## config.mk

```make
export PLATFORM = sky130hd
export DESIGN_NAME = three_band_fan_thermostat
export DESIGN_NICKNAME = d
export VERILOG_FILES = /design/src/hdl/tfan_pkg.sv /design/src/hdl/three_band_fan_thermostat.sv
export SDC_FILE = /design/constraint.sdc
export NUM_CORES = 1
export LEC_CHECK = 0
export ABC_AREA = 1
export BUFFER_PORTS_ARGS = -buffer_cell sky130_fd_sc_hd__buf_2
export CORE_UTILIZATION = 55
export DETAILED_ROUTE_END_ITERATION = 16
export MAX_ROUTING_LAYER = met4
export PLACE_DENSITY = 0.77
export SYNTH_ARGS = -nofsm -noshare
export SYNTH_HDL_FRONTEND = slang
export SYNTH_SLANG_ARGS = --single-unit
```

## constraint.sdc

```tcl
create_clock -name clk -period 11.4 [get_ports clk]
set_input_delay 2.85 -clock clk [delete_from_list [all_inputs] [get_ports clk]]
set_output_delay 2.85 -clock clk [all_outputs]
set_load 0.05 [all_outputs]
```

## src/hdl/tfan_pkg.sv

```systemverilog
// Package for the three-band fan thermostat.
// Holds the register map, band codes, reset values and the result beat type.
// No dependencies.
`timescale 1ns / 1ps

package tfan_pkg;

  // Configuration register indexes, in address order (byte address 4*index).
  typedef enum logic [2:0] {
    REG_LOW_LIMIT       = 3'd0,
    REG_HIGH_LIMIT      = 3'd1,
    REG_TOLERANCE       = 3'd2,
    REG_STORED_SETPOINT = 3'd3,
    REG_COLD_COMPARE    = 3'd4,
    REG_NORMAL_COMPARE  = 3'd5,
    REG_HOT_COMPARE     = 3'd6,
    REG_UNUSED          = 3'd7
  } reg_index_t;

  // Band codes; BAND_NONE marks that no pass has run yet.
  typedef enum logic [1:0] {
    BAND_COLD   = 2'd0,
    BAND_NORMAL = 2'd1,
    BAND_HOT    = 2'd2,
    BAND_NONE   = 2'd3
  } band_t;

  localparam int unsigned ADDR_W = 5;

  localparam logic [7:0] LOW_LIMIT_RESET       = 8'd25;
  localparam logic [7:0] HIGH_LIMIT_RESET      = 8'd50;
  localparam logic [7:0] TOLERANCE_RESET       = 8'd1;
  localparam logic [7:0] STORED_SETPOINT_RESET = 8'd30;
  localparam logic [8:0] COLD_COMPARE_RESET    = 9'd255;
  localparam logic [8:0] NORMAL_COMPARE_RESET  = 9'd127;
  localparam logic [8:0] HOT_COMPARE_RESET     = 9'd0;

  // Setpoint used when the stored value lies outside the limits.
  localparam logic [7:0] FALLBACK_SETPOINT = 8'd30;
  // Top of the PWM counter; compare values saturate here.
  localparam logic [8:0] PWM_TOP = 9'd320;
  localparam logic [7:0] TEMP_MAX = 8'd255;

  // One result beat.
  typedef struct packed {
    band_t      band;
    logic [8:0] compare_value;
    logic       updated;
    logic [7:0] setpoint_now;
    logic [7:0] temperature_now;
  } result_t;

endpackage

```

## src/hdl/three_band_fan_thermostat.sv

```systemverilog
// Top level of the three-band fan thermostat.
// Uses tfan_pkg for the register map, band codes and result beat type.
`timescale 1ns / 1ps

// Usage:
//   Input channel (in_valid / in_stall) carries one control pass per beat:
//   the minus and plus button levels and a 10-bit sensor sample. Output
//   channel (out_valid / out_stall) returns exactly one result beat per
//   input beat: band, compare value, band-change flag, setpoint and
//   temperature.
//   Results are registered. Throughput is one beat per cycle while in_stall
//   is low, set by the single compute stage that updates setpoint, button
//   arming and last band.
//   A two-entry output (result register plus skid register) lets a new beat
//   be taken while a result waits; in_stall rises only when both are full,
//   so one beat can still be taken after the receiver starts stalling.
//   Configuration goes through the APB port at byte address 4*index; write
//   it only while the block is idle.
//   Reset (rst, synchronous) restores all configuration registers to their
//   defaults, clears the arming state and makes the next pass reload the
//   setpoint from stored_setpoint (or the fallback) and report updated = 1.
module three_band_fan_thermostat
  import tfan_pkg::*;
(
  input  logic              clk,
  input  logic              rst,
  // APB configuration port
  input  logic              psel,
  input  logic              penable,
  input  logic              pwrite,
  input  logic [ADDR_W-1:0] paddr,
  input  logic [31:0]       pwdata,
  output logic [31:0]       prdata,
  output logic              pready,
  // Input channel
  input  logic              in_valid,
  output logic              in_stall,
  input  logic              minus_level,
  input  logic              plus_level,
  input  logic [9:0]        sensor_sample,
  // Output channel
  output logic              out_valid,
  input  logic              out_stall,
  output logic [1:0]        band,
  output logic [8:0]        compare_value,
  output logic              updated,
  output logic [7:0]        setpoint_now,
  output logic [7:0]        temperature_now
);

  // Configuration registers.
  logic [7:0] low_limit;
  logic [7:0] high_limit;
  logic [7:0] tolerance;
  logic [7:0] stored_setpoint;
  logic [8:0] cold_compare;
  logic [8:0] normal_compare;
  logic [8:0] hot_compare;

  // Control state.
  logic [7:0] setpoint;
  logic       minus_armed;
  logic       plus_armed;
  band_t      last_band;
  logic       started;

  // Output register and skid register.
  result_t    out_beat;
  result_t    skid_beat;
  logic       skid_valid;

  logic       cfg_write;
  reg_index_t cfg_index;
  logic       accept;
  result_t    result_next;
  logic [7:0] setpoint_next;

  assign pready    = 1'b1;
  assign cfg_write = psel & penable & pwrite;
  assign cfg_index = reg_index_t'(paddr[ADDR_W-1:2]);
  assign in_stall  = skid_valid;
  assign accept    = in_valid & ~in_stall;

  // Register writes.
  always_ff @(posedge clk) begin
    if (rst) begin
      low_limit       <= LOW_LIMIT_RESET;
      high_limit      <= HIGH_LIMIT_RESET;
      tolerance       <= TOLERANCE_RESET;
      stored_setpoint <= STORED_SETPOINT_RESET;
      cold_compare    <= COLD_COMPARE_RESET;
      normal_compare  <= NORMAL_COMPARE_RESET;
      hot_compare     <= HOT_COMPARE_RESET;
    end else if (cfg_write) begin
      unique case (cfg_index)
        REG_LOW_LIMIT:       low_limit       <= pwdata[7:0];
        REG_HIGH_LIMIT:      high_limit      <= pwdata[7:0];
        REG_TOLERANCE:       tolerance       <= pwdata[7:0];
        REG_STORED_SETPOINT: stored_setpoint <= pwdata[7:0];
        REG_COLD_COMPARE:    cold_compare    <= pwdata[8:0];
        REG_NORMAL_COMPARE:  normal_compare  <= pwdata[8:0];
        REG_HOT_COMPARE:     hot_compare     <= pwdata[8:0];
        default: ;
      endcase
    end
  end

  // Register reads.
  always_comb begin
    unique case (cfg_index)
      REG_LOW_LIMIT:       prdata = {24'd0, low_limit};
      REG_HIGH_LIMIT:      prdata = {24'd0, high_limit};
      REG_TOLERANCE:       prdata = {24'd0, tolerance};
      REG_STORED_SETPOINT: prdata = {24'd0, stored_setpoint};
      REG_COLD_COMPARE:    prdata = {23'd0, cold_compare};
      REG_NORMAL_COMPARE:  prdata = {23'd0, normal_compare};
      REG_HOT_COMPARE:     prdata = {23'd0, hot_compare};
      default:             prdata = 32'd0;
    endcase
  end

  // One control pass: setpoint load and button steps, temperature, band.
  always_comb begin
    logic [7:0]        sp_start;
    logic [7:0]        sp_minus;
    logic [7:0]        temp;
    logic signed [9:0] diff;
    logic signed [9:0] tol_s;
    logic [8:0]        cmp;

    // The first pass loads the stored setpoint, or the fallback if it is
    // outside the limits.
    if (started) begin
      sp_start = setpoint;
    end else if (stored_setpoint >= low_limit && stored_setpoint <= high_limit) begin
      sp_start = stored_setpoint;
    end else begin
      sp_start = FALLBACK_SETPOINT;
    end

    // A release of an armed button steps the setpoint, minus first.
    if (!minus_level && minus_armed && sp_start > low_limit) begin
      sp_minus = sp_start - 8'd1;
    end else begin
      sp_minus = sp_start;
    end
    if (!plus_level && plus_armed && sp_minus < high_limit) begin
      setpoint_next = sp_minus + 8'd1;
    end else begin
      setpoint_next = sp_minus;
    end

    // Halve the sample and saturate.
    temp = sensor_sample[9] ? TEMP_MAX : sensor_sample[8:1];

    // Signed band decision against setpoint plus or minus tolerance.
    diff  = signed'({2'b00, temp}) - signed'({2'b00, setpoint_next});
    tol_s = signed'({2'b00, tolerance});
    if (diff > tol_s) begin
      result_next.band = BAND_HOT;
      cmp              = hot_compare;
    end else if (-diff > tol_s) begin
      result_next.band = BAND_COLD;
      cmp              = cold_compare;
    end else begin
      result_next.band = BAND_NORMAL;
      cmp              = normal_compare;
    end

    result_next.compare_value   = (cmp > PWM_TOP) ? PWM_TOP : cmp;
    result_next.updated         = (result_next.band != last_band);
    result_next.setpoint_now    = setpoint_next;
    result_next.temperature_now = temp;
  end

  // Control state advances on every accepted beat.
  always_ff @(posedge clk) begin
    if (rst) begin
      setpoint    <= 8'd0;
      minus_armed <= 1'b0;
      plus_armed  <= 1'b0;
      last_band   <= BAND_NONE;
      started     <= 1'b0;
    end else if (accept) begin
      setpoint    <= setpoint_next;
      minus_armed <= minus_level;
      plus_armed  <= plus_level;
      last_band   <= result_next.band;
      started     <= 1'b1;
    end
  end

  // Output register with a skid entry behind it.
  always_ff @(posedge clk) begin
    if (rst) begin
      out_valid  <= 1'b0;
      skid_valid <= 1'b0;
    end else if (out_valid && out_stall) begin
      if (accept) begin
        skid_valid <= 1'b1;
      end
    end else if (skid_valid) begin
      out_valid  <= 1'b1;
      skid_valid <= 1'b0;
    end else begin
      out_valid <= accept;
    end
  end

  always_ff @(posedge clk) begin
    if (out_valid && out_stall) begin
      if (accept) begin
        skid_beat <= result_next;
      end
    end else if (skid_valid) begin
      out_beat <= skid_beat;
    end else if (accept) begin
      out_beat <= result_next;
    end
  end

  assign band            = out_beat.band;
  assign compare_value   = out_beat.compare_value;
  assign updated         = out_beat.updated;
  assign setpoint_now    = out_beat.setpoint_now;
  assign temperature_now = out_beat.temperature_now;

`ifndef SYNTHESIS
  // The skid entry only fills behind a held result.
  a_skid_behind_out: assert property (@(posedge clk) disable iff (rst)
    skid_valid |-> out_valid)
    else $error("skid entry valid without output valid");

  // A shown result always carries a real band.
  a_band_real: assert property (@(posedge clk) disable iff (rst)
    out_valid |-> out_beat.band != BAND_NONE)
    else $error("result band is the none code");

  // Compare values never exceed the PWM top.
  a_cmp_clipped: assert property (@(posedge clk) disable iff (rst)
    out_valid |-> compare_value <= PWM_TOP)
    else $error("compare value above PWM top");

  // An accepted beat with a free output shows up the next cycle.
  a_latency_one: assert property (@(posedge clk) disable iff (rst)
    accept && !(out_valid && out_stall) |=> out_valid && !skid_valid)
    else $error("accepted beat did not reach output");

  // After any accepted beat the setpoint is loaded.
  a_started: assert property (@(posedge clk) disable iff (rst)
    accept |=> started && last_band != BAND_NONE)
    else $error("pass did not mark the block started");
`endif

endmodule

```

==> flow_summary_export.csv, run 1 <==
group,metric,value,unit
hold_path,min_path_type,"reg2reg",
setup_path,worstPathRequired,11.56,ns
sta,timing.fmax,0.113,GHz
setup_path,crit_top_cell,"nand2_1",
setup_path,arrival,8.98,ns
power_and_ir_drop,swShare,34.2,%
clock_tree,htree_levels,4,
sta,tightest_slew,0.995,ns
route,detail_route.wl_per_cell,14.8,um
global_routing,grt_overflow,0,
clock_tree,cts_tree,"done",
synthesis,synth_edf_count,56,
route,first_pass_iters,5,
setup_path,slowest_stage,"clkinv_1",
global_routing,grt_max_degree,52,
sta,setup_violations,0,
power_and_ir_drop,ir_drop,86.5,uV
synthesis,synth_cell_type_count,45,
synthesis,ys_seq_elements,130,
floorplanning,boundaryPins,119,
cells_and_area,nFillCells,1229,
sta,tns,0,ns
power_and_ir_drop,power.internal,957,uW
synthesis,synth.avg_cell_area,7.64,um^2
cells_and_area,final_nets,1210,
placement,dpl-instance-area,8270,um^2
power_and_ir_drop,sequentialPowerShare,36.5,%
floorplanning,start_util,56.6,%
status,status,"completed",
clock_tree,cts_sinks,130,
route,drc_errors,0,
placement,port-buffer-count,68,
clock_tree,ctsResizeCount,0,
power_and_ir_drop,power.density,164,nW/um^2
route,first_iter_violations,557,
sta,relSlewSlack,33.1,%
global_routing,grt_pass1_vias,5994,
synthesis,synth_cells,1027,
clock_tree,post_cts_buffers,0,
sta,hold_viol,0,
global_routing,grt_first_pass_wirelength,30600,um
floorplanning,die_y,121,um
route,viasPerCell,5.35,
setup_path,crit_fanout,17,
cells_and_area,drive_gt1_share,12.9,%
clock_tree,clkLatencyLatePin,0.42,ns
cells_and_area,layout_common_cells,"253 x nand2_1, 143 x inv_1, 75 x a21oi_1, 75 x o21ai_0, 74 x dfxtp_1",
setup_path,slowest_delay,0.41,ns
clock_tree,clockRootBuffer,"clkbuf_16",
cells_and_area,antenna_cells,0,
clock_tree,cts_made_buffers,17,
placement,place_ws,2.18,ns
synthesis,netlist_area,7850,um^2
run,drv_cap,0,
sta,skew,0.00511,ns
floorplanning,die_w,121,um
power_and_ir_drop,p_switching,497,uW
floorplanning,rows,43,
synthesis,ys_async_sr_fraction,0,%
synthesis,synth_warnings,0,
power_and_ir_drop,leakagePower,4.20,nW
cells_and_area,final_cell_area,8850,um^2
setup_path,crit_type,"in2reg",
power_and_ir_drop,p_comb_share,26.5,%
clock_tree,cts_hold_buf,0,
setup_path,r2r_setup_slack,2.98,ns
sta,drv_slew,0,
sta,fin_ws,2.59,ns
placement,hpwl,13900,um
sta,hold_ws,0.450,ns
clock_tree,cts_buffer_depth,2,
sta,grt_setup_unrepaired,"no",
cells_and_area,synthToLayoutAreaGrowth,12.8,%
clock_tree,clk_pin_slew,0.06,ns
route,via_count,6889,
sta,fin_crit,8.81,ns
sta,period_share,77.3,%
placement,gp_congestion,1.01,
floorplanning,core-area,13900,um^2
power_and_ir_drop,p_clk_share,37.0,%
floorplanning,die_area,14800,um^2
global_routing,grtUsageTotal,27.8,%
cells_and_area,regArea,3160,um^2
synthesis,yosysSeqAreaShare,40.3,%
route,postRouteAntennaNets,0,
cells_and_area,multiInputGateArea,3950,um^2
synthesis,ys.flop_type,"dfxtp_1",
cells_and_area,fin_util,63.8,%
cells_and_area,final_common_cell,"nand2_1",
setup_path,start_kind,"input pin",
route,wirelength,19100,um
setup_path,endpoint_kind,"register",
global_routing,antenna_found_initial,0,
area by class of cell:
class,instances,area share (%)
multi-input combinational,725,44.6
sequential,130,35.7
inverter,149,6.34
clock buffer,18,4.85
timing repair buffer,72,4.18
tap,180,2.54
clock inverter,14,1.77
metrics by stage:
stage          std cells  power, mW
2_1_floorplan       1049      0.847
5_1_grt             1288       1.52
3_5_place_dp        1256      0.921
6_report            1288       1.45
4_1_cts             1288       1.46
3_3_place_gp        1256      0.913
state kept, by name (all words and copies together), names as in the netlist, 8 cells and up:
signal	cells
skid_beat	28
setpoint_now	8
normal_compare	9
low_limit	8
tolerance	8
hot_compare	9
cold_compare	9
stored_setpoint	8
temperature_now	8
compare_value	9
setpoint	8
high_limit	8
kinds of logic after synthesis:
logic type / share of synthesized area, %
AOI/OAI and AO/OA: 14.6
buffers and inverters: 10.5
adders and majority gates: 9.50
and+or+nand+nor: 23.8
DFF: 40.3
other: 0.0957
xor gates and xnor gates: 1.12
power by group through the flow:
| stage | Sequential (mW) | Clock [mW] | Combinational [mW] |
|---|---|---|---|
| 3_5_place_dp | 0.540 | 0 | 0.381 |
| 6_report | 0.530 | 0.538 | 0.386 |
| 3_3_place_gp | 0.539 | 0 | 0.374 |
| 5_1_grt | 0.532 | 0.560 | 0.433 |
| 4_1_cts | 0.530 | 0.541 | 0.385 |
| 2_1_floorplan | 0.587 | 0 | 0.260 |
critical path, delay by kind of cell:
| family | cells | cell delay (ns) |
|---|---|---|
| simple gates | 21 | 2.93 |
| compound gates | 7 | 1.34 |
| fa+ha+maj | 3 | 0.85 |
| buf+inv | 6 | 0.98 |
cells in the mapped netlist, types with 3 or more instances:
cell type / number / area share (%)
a21oi_1: 76 / 4.8
a221oi_1: 7 / 0.78
a31oi_1: 3 / 0.24
buf_4: 24 / 2.3
clkbuf_1: 20 / 0.96
clkinv_1: 4 / 0.19
dfxtp_1: 74 / 19
edfxtp_1: 56 / 21
ha_1: 58 / 9.2
inv_1: 143 / 6.8
nand2_1: 253 / 12
nand2_2: 13 / 1.0
nand2_4: 3 / 0.43
nand3_1: 58 / 3.7
nand3_2: 3 / 0.38
nand3b_1: 6 / 0.57
nand4_1: 10 / 0.80
nor2_1: 65 / 3.1
nor2_2: 5 / 0.40
nor3_1: 8 / 0.51
o2111ai_1: 4 / 0.45
o211ai_1: 5 / 0.48
o21a_1: 3 / 0.29
o21ai_0: 75 / 4.8
o21bai_1: 4 / 0.38
o22ai_1: 11 / 0.88
or2_2: 6 / 0.48
xor2_1: 8 / 0.89
final timing paths:
kind,cells after the start,from,to
worst max-delay path,37,minus_level,compare_value[0]
worst min-delay path,2,plus_armed,plus_armed
worst max register to register,49,stored_setpoint[3],compare_value[0]
worst min register to register,2,plus_armed,plus_armed
metal layers:
| metal | vias up | track usage [%] | wire length [um] |
|---|---|---|---|
| met5 | - | - | 0 |
| met4 | 0 | 9.41 | 338 |
| met3 | 29 | 4.79 | 1480 |
| met2 | 277 | 41.6 | 8440 |
| met1 | 3076 | 38.1 | 8850 |
| li1 | 3507 | - | - |
Power figures use the tool's default switching activity.
==> run 2, diff against run 1 <==
- ABC_AREA: 1 -> 0
- clock period: 11.4 -> 8.6 ns (I/O delays scaled with it)
==> run 2 against run 1 <==
  * The flow now finishes with violations (negative setup slack)
  * Via count increased by 3.2%
  * Clock power increased by 34%
  * Count of clock-buffer cells in the layout increased by 3
  * Total power increased by 40%
  * Non-clock buffer count increased by 156
==> flow_summary_export.csv, run 2 <==
group,metric,value,unit
cells_and_area,antenna_cells,0,
sta,tightest_slew,1.21,ns
synthesis,ys_seq_elements,130,
hold_path,min_path_type,"reg2reg",
setup_path,startpoint,"low_limit[6]",
route,via_count,7111,
sta,hold_ws,0.471,ns
global_routing,grt_pass1_vias,6971,
cells_and_area,final_cell_area,10900,um^2
setup_path,slowest_stage,"or4_4",
power_and_ir_drop,power.total,2.04,mW
floorplanning,die_area,15200,um^2
route,postRouteAntennaNets,0,
synthesis,synth_cells,817,
placement,hpwl,16100,um
setup_path,crit_fanout,7,
run,drv_cap,0,
cells_and_area,drive_gt1_share,40.4,%
global_routing,grt_max_degree,76,
sta,fin_crit,9.70,ns
sta,drv_slew,0,
power_and_ir_drop,power.density,187,nW/um^2
status,status,"finished with violations",
synthesis,synth_edf_count,56,
cells_and_area,layout_common_cells,"155 x buf_4, 74 x nor2_1, 68 x buf_2, 64 x dfxtp_1, 56 x edfxtp_1",
route,detail_route.wl_per_cell,19.2,um
clock_tree,cts_tree,"done",
cells_and_area,largest-register,"skid_beat",
floorplanning,die_w,123,um
placement,dpl-instance-area,9660,um^2
route,wirelength,23300,um
clock_tree,clk_pin_slew,0.06,ns
floorplanning,start_util,57.4,%
synthesis,netlist_top_cells_area,"edfxtp_1 21%, dfxtp_1 18%, ha_1 9.0%",
route,first_iter_violations,525,
sta,relSlewSlack,19.3,%
cells_and_area,final_common_cell,"buf_4",
synthesis,synth_cell_type_count,75,
power_and_ir_drop,ir_drop,149,uV
clock_tree,clkLatencyLatePin,0.43,ns
route,first_pass_iters,6,
setup_path,slowest_delay,0.53,ns
sta,fin_ws,-1.10,ns
global_routing,grtUsageTotal,32.9,%
synthesis,ys_async_sr_fraction,0,%
synthesis,netlist_area,8100,um^2
global_routing,antenna_found_initial,0,
synthesis,yosysSeqAreaShare,39.1,%
clock_tree,cts_buffer_depth,2,
synthesis,yosysTopAreaCellShare,20.8,%
cells_and_area,final_nets,1141,
placement,port-buffer-count,68,
sta,skew,0.0142,ns
route,drc_errors,0,
floorplanning,rows,43,
sta,grt_setup_unrepaired,"yes",
clock_tree,clockRootBuffer,"clkbuf_16",
setup_path,reg2reg_from,"low_limit[6]",
synthesis,ys_top_cells_by_count,"77 x nor2_1, 74 x dfxtp_1, 58 x ha_1, 56 x edfxtp_1, 55 x nand2_1",
global_routing,grt_first_pass_wirelength,36400,um
synthesis,synth_warnings,0,
setup_path,endpoint_kind,"register",
floorplanning,boundaryPins,119,
synthesis,synth.avg_cell_area,9.91,um^2
cells_and_area,fin_cells,1219,
power_and_ir_drop,leakagePower,4.51,nW
setup_path,start_kind,"register",
global_routing,grt_overflow,0,
sta,period_share,113,%
synthesis,ys.flop_type,"dfxtp_1",
setup_path,crit_type,"reg2reg",
setup_path,reg2reg_depth,44,
status,violations,"negative setup slack",
floorplanning,die_y,123,um
route,viasPerCell,5.83,
synthesis,yosysTopAreaCell,"edfxtp_1",
placement,place_ws,-0.845,ns
sta,setup_violations,25,
cells_and_area,largest_register_ffs,28,
hold_path,whs_path_depth,2,
placement,placed_cells,1161,
sta,timing.fmax,0.103,GHz
floorplanning,core-area,14100,um^2
clock_tree,cts_made_buffers,17,
clock_tree,htree_levels,4,
hold_path,holdCritStartpoint,"setpoint[1]",
setup_path,arrival,9.89,ns
setup_path,worstPathRequired,8.79,ns
placement,gp_congestion,0.923,
clock_tree,cts_sinks,130,
sta,hold_viol,0,
synthesis,yosysMostFrequentCell,"nor2_1",
cells_and_area,synthToLayoutAreaGrowth,34.3,%
==> run 2: cell count changes in the layout (fill, tap and decap cells not counted), moves of 45 or more <==
cell	before	now
a21oi_1	75	17
buf_4	4	155
inv_1	143	39
mux2i_1	0	45
nand2_1	253	52
nand3_1	58	12
o21ai_0	75	22
==> run 2: through the flow <==
step                util, %  TNS (ns)
global placement       68.5    -10.11
global route           77.1    -29.59
detailed placement     68.5    -14.74
floorplan                 -    -0.104
finish                 77.1    -21.08
CTS                    76.1     -9.23
==> run 2: repair_timing <==
| action | 4_1_cts | 5_1_grt |
|---|---|---|
| gates resized for setup | 69 | 18 |
| hold buffers | 0 | 0 |
| cloned | 0 | 0 |
| setup buffers | 21 | 6 |
| endpoints found under the setup margin | 23 | 26 |
| pin swaps | 61 | 18 |
==> run 2: final timing paths <==
kind              slack, ns          endpoint
hold reg to reg        0.47       setpoint[1]
setup / recovery      -1.10  compare_value[6]
setup reg to reg      -1.10  compare_value[6]
hold / removal         0.47       setpoint[1]
==> run 2: layout make-up <==
cell class / count / area, um^2
timing repair buffer: 228 / 1560
clock buffer: 21 / 504
multi-input combinational: 596 / 5100
fill: 917 / 3220
clock inverter: 11 / 90.1
inverter: 53 / 204
tap: 180 / 225
sequential: 130 / 3180
==> run 2: worst max-delay path: cells and delay by family (launching register included) <==
kind                     cells  cell delay [ns]
AO/OA/AOI/OAI               20             4.13
adder cells (fa/ha/maj)      5             1.18
buffers and inverters        6             0.80
flip-flops                   1             0.33
multiplexers                 3             0.79
AND/OR/NAND/NOR             10             2.22
==> run 2: logic make-up after synthesis <==
group,after synthesis,synth area share (%)
buffers and inverters,113,6.48
xor gates and xnor gates,21,2.74
adders and majority gates,59,9.21
and+or+nand+nor,251,16.2
muxes,77,10.7
DFF,130,39.1
other,2,0.0928
AOI/OAI and AO/OA,164,15.5
==> run 2: metal layers <==
metal	share of wire, %	global-route usage [%]
met1	41	38.0
met2	49	54.4
met3	4.8	5.86
met4	4.9	18.0
met5	0	-
==> run 2: where the power goes <==
group | switching, mW | internal [mW]
Clock | 0.295 | 0.425
Sequential | 0.0133 | 0.685
Combinational | 0.361 | 0.259
